===== src/sv/lps_ram.sv =====
// ----------------------------------------------------------------------------
// lps_ram
// Simple dual-port RAM: one write port, one read port, registered read.
// ----------------------------------------------------------------------------
module lps_ram #(
	parameter int WIDTH = 8,
	parameter int DEPTH = 16
) (
	input  logic                     clk,
	input  logic                     we,
	input  logic [$clog2(DEPTH)-1:0] waddr,
	input  logic [WIDTH-1:0]         wdata,
	input  logic [$clog2(DEPTH)-1:0] raddr,
	output logic [WIDTH-1:0]         rdata
);

	logic [WIDTH-1:0] mem [DEPTH];

	always_ff @(posedge clk) begin
		if (we) begin
			mem[waddr] <= wdata;
		end
		rdata <= mem[raddr];
	end

endmodule


===== config.mk =====
export PLATFORM = sky130hd
export DESIGN_NAME = lps_ram
export DESIGN_NICKNAME = d
export VERILOG_FILES = /design/src/sv/lps_ram.sv
export SDC_FILE = /design/constraint.sdc
export NUM_CORES = 1
export LEC_CHECK = 0
export BUFFER_PORTS_ARGS = -buffer_cell sky130_fd_sc_hd__buf_2
export CAP_MARGIN = 20
export CELL_PAD_IN_SITES_DETAIL_PLACEMENT = 2
export CELL_PAD_IN_SITES_GLOBAL_PLACEMENT = 2
export CORE_MARGIN = 2
export CORE_UTILIZATION = 43
export CTS_CLUSTER_SIZE = 14
export DETAILED_ROUTE_END_ITERATION = 7
export HOLD_SLACK_MARGIN = 0.05
export PLACE_DENSITY = 0.7
export SLEW_MARGIN = 20
export SYNTH_ARGS = -nofsm -noshare
export SYNTH_HDL_FRONTEND = slang
export SYNTH_SLANG_ARGS = --single-unit

===== constraint.sdc =====
create_clock -name clk -period 2.2 [get_ports clk]
set_input_delay 0.22 -clock clk [delete_from_list [all_inputs] [get_ports clk]]
set_output_delay 0.22 -clock clk [all_outputs]
set_load 0.02 [all_outputs]

======== Word-level counts from Yosys, hierarchy flattened ========
Memories as Yosys holds them, arrays and structs flattened. A register that Yosys moved wholly into a read port is not among the register bits.
Index checks and enable logic that the tools add are counted.
storage, ports and cells
  word-level logic and storage cells ...... 3
  input bits .............................. 18
  output and inout port bits .............. 8
  memory bits (writable) .................. 128
  memories kept ........................... 1
  register bits after elaboration ......... 0
cells by class
  mux-type cells .......................... 2
memories
  memory  depth  bits a word  read ports  clocked after Yosys merged registers in  wr ports  RTL line  text
  mem     16     8            1           1                                        1         17        logic [WIDTH-1:0] mem [DEPTH];
operators with widths
  kind              number
  2-to-1 mux 1 bit  2

======== Longest topological paths before layout ========
  depth after elaboration ................. 2
  gate-level depth with buffers ........... 5
  gate-level depth less buffers ........... 3

======== Least setup slack after synthesis ========
Ideal clock, no wire load.
  path type ............................... input-to-reg
  start point ............................. input waddr[2]
  end point ............................... memory mem[0][0] (enable)
  required time ........................... 1817 ps
  buffers on the path ..................... 0
  stages on the path ...................... 2
  setup slack ............................. 487 ps
  arrival ................................. 1330 ps
  setup time .............................. 383 ps
  path through ............................ or3b_2 -> nor3_1
RTL lines
  element             RTL line  text
  start: declaration  11        input logic [$clog2(DEPTH)-1:0] waddr,
  end: declaration    17
Straight into the memory's write port.

==> run_results.csv <==
group,metric,value,unit
synth,synth.top_cell.area_share,0.747,
setup_path,crit_type,"flip-flop to flip-flop",
floorplanning,coreArea,11600,um^2
setup_path,cp.required,2.49,ns
clock_network,cts_tree,"yes",
synth,synth-seq-cells,136,
timing,finClkSkew,0.00653,ns
clock_network,worstSkewPairLatency,0.42,ns
cells_and_area,layout_common_cells,"edfxtp_1, buf_2, mux4_2",
min_path,min_path_type,"input pin to flip-flop",
global_route,grt_start_max_net_pins,33,
clock_network,cts_setup_buffers,0,
timing,period_needed,1.42,ns
synth,netlist_instances,229,
timing,fin_tns_setup,0,ns
timing,rsz0062_at_grt,"false",
timing,period_share,0.644,
floorplanning,io_pins,26,
setup_path,worst_setup_path_start_kind,"flip-flop",
timing,setup_viol,0,
job,max-cap-violations,0,
floorplanning,rows,39,
timing,worst_slew_pin_slew,0.806,ns
synth,ys_warn_count,0,
placement,place_congestion,0.708,
synth,ys_types,19,
synth,syn_area_per_cell,22.5,um^2
clock_network,cts_made_buffers,17,
timing,final-hold-violation-count,0,
route,vias,2511,
floorplanning,die_h,113,um
timing,fmax,0.706,GHz
global_route,grt_usage,0.213,
placement,dp_hpwl,8.00,mm
pwr,ir_drop,0.000536,V
route,postRouteWirelength,12.3,mm
synth,synth_seq_area_share,0.778,
setup_path,arrival,1.70,ns
timing,maxSlewHeadroom,0.462,
route,first_pass_iters,5,
route,drt_iter0_drc,201,
clock_network,clk_path_buf_depth,2,
clock_network,cts.sinks,136,
clock_network,clock_tree.root_cell,"clkbuf_16",
global_route,overflow,0,
setup_path,path_cells,"mux4_2 > a22oi_1 > nand2_1",
setup_path,max_stage_delay,0.50,ns
synth,synth_nets,247,
setup_path,slowest_stage,"mux4_2",
global_route,antenna_found_initial,0,
cells_and_area,area_growth,17.5,%
route,drc,0,
cells_and_area,nNetsFinal,300,
global_route,grt_pass1_wl,18.5,mm
cells_and_area,antenna_cells,0,
synth,synth.largest_area_cell,"edfxtp_1",
route,post_drt_via_cell_ratio,5.76,
cells_and_area,final_common_cell,"edfxtp_1",
timing,slew_violations,0,
setup_path,cp_max_fo,1,
clock_network,htreeDepth,4,
clock_network,path_clk_slew,0.06,ns
floorplanning,die-area,12900,um^2
cells_and_area,drive_above_1_share,0.294,
route,ant_nets,0,
status,status,"complete, no violations",
pwr,p_leak,2.06,nW
floorplanning,die_w,113,um
synth,syn_area,5150,um^2
floorplanning,start_util,0.445,
clock_network,ctsResizeCount,0,
setup_path,cp-end-kind,"flip-flop",
pwr,p_per_area,951,nW/um^2
placement,portBuffers,25,
clock_network,holdBufCountCts,0,
route,routedWlPerCell,28.3,um
synth,synth_area_leaders,"edfxtp_1, mux4_2, mux4_1",
pwr,fin_total_pwr,5.75,mW
global_route,grt_pass1_vias,2795,
==> registers in the layout (all words and copies together), names as in the netlist <==
register and count:
mem 128, rdata 8
==> metal layers <==
metal	up-vias	track usage	routed length (um)
met5	-	0	0
met4	0	0.0659	150
met3	12	0.0579	522
met2	68	0.345	6160
met1	1357	0.285	5500
li1	1074	-	-
==> final timing paths <==
check                                start          to  slack [ns]  cells after the start
worst max-delay path             mem[7][6]    rdata[6]        0.78                      3
worst min-delay path              wdata[5]  mem[14][5]        0.20                      1
worst max register to register   mem[7][6]    rdata[6]        0.78                      3
worst min register to register  mem[14][0]    rdata[0]        0.69                      3
==> synthesized netlist by cell type, drive strengths merged <==
| library cell | count |
|---|---|
| edfxtp | 128 |
| mux4 | 32 |
| a22oi | 16 |
| nor2 | 13 |
| nand2 | 9 |
| dfxtp | 8 |
| buf | 7 |
| nor3 | 4 |
| clkdlybuf4s25 | 3 |
| nand2b | 2 |
| nand3b | 2 |
| and2 | 1 |
| and2b | 1 |
| nand3 | 1 |
| nor2b | 1 |
| or3b | 1 |
==> worst max-delay path, delay by kind of cell (launching register included) <==
family,cells,cell delay (ns)
multiplexers,1,0.50
flip-flops,1,0.39
AO/OA/AOI/OAI,1,0.29
AND/OR/NAND/NOR,1,0.12
==> power by group <==
part / leakage, nW / switching [mW] / total (mW) / internal [mW]
clock: 0.255 / 0.973 / 2.53 / 1.56
combinational: 0.581 / 0.179 / 0.296 / 0.117
sequential: 1.22 / 0.0233 / 2.92 / 2.90
==> kinds of logic after synthesis <==
kind of cell | count (synthesis) | synth area share
DFF | 136 | 0.778
and+or+nand+nor | 35 | 0.0318
muxes | 32 | 0.150
AOI/OAI and AO/OA | 16 | 0.0233
buffers and inverters | 10 | 0.0168
==> cell type report <==
cell class                 count  area [um^2]
fill                         996         5520
clock buffer                  25          465
clock inverter                 5         50.0
sequential                   136         4000
timing repair buffer          44          293
multi-input combinational     83         1060
tap                          143          179
==> stage by stage <==
| step | instance area, um^2 | hold WS (ns) | setup slack, ns | cells | utilization |
|---|---|---|---|---|---|
| 6_report | 6050 | 0.198 | 0.783 | 436 | 0.523 |
| 2_1_floorplan | 5150 | 0.319 | 0.487 | 229 | - |
| 3_5_place_dp | 5530 | 0.636 | 0.438 | 406 | 0.478 |
| 3_3_place_gp | 5530 | 0.607 | 0.501 | 406 | 0.478 |
| 5_1_grt | 6050 | 0.200 | 0.716 | 436 | 0.523 |
| 4_1_cts | 6050 | 0.184 | 0.734 | 436 | 0.523 |
Power figures use the tool's default switching activity.
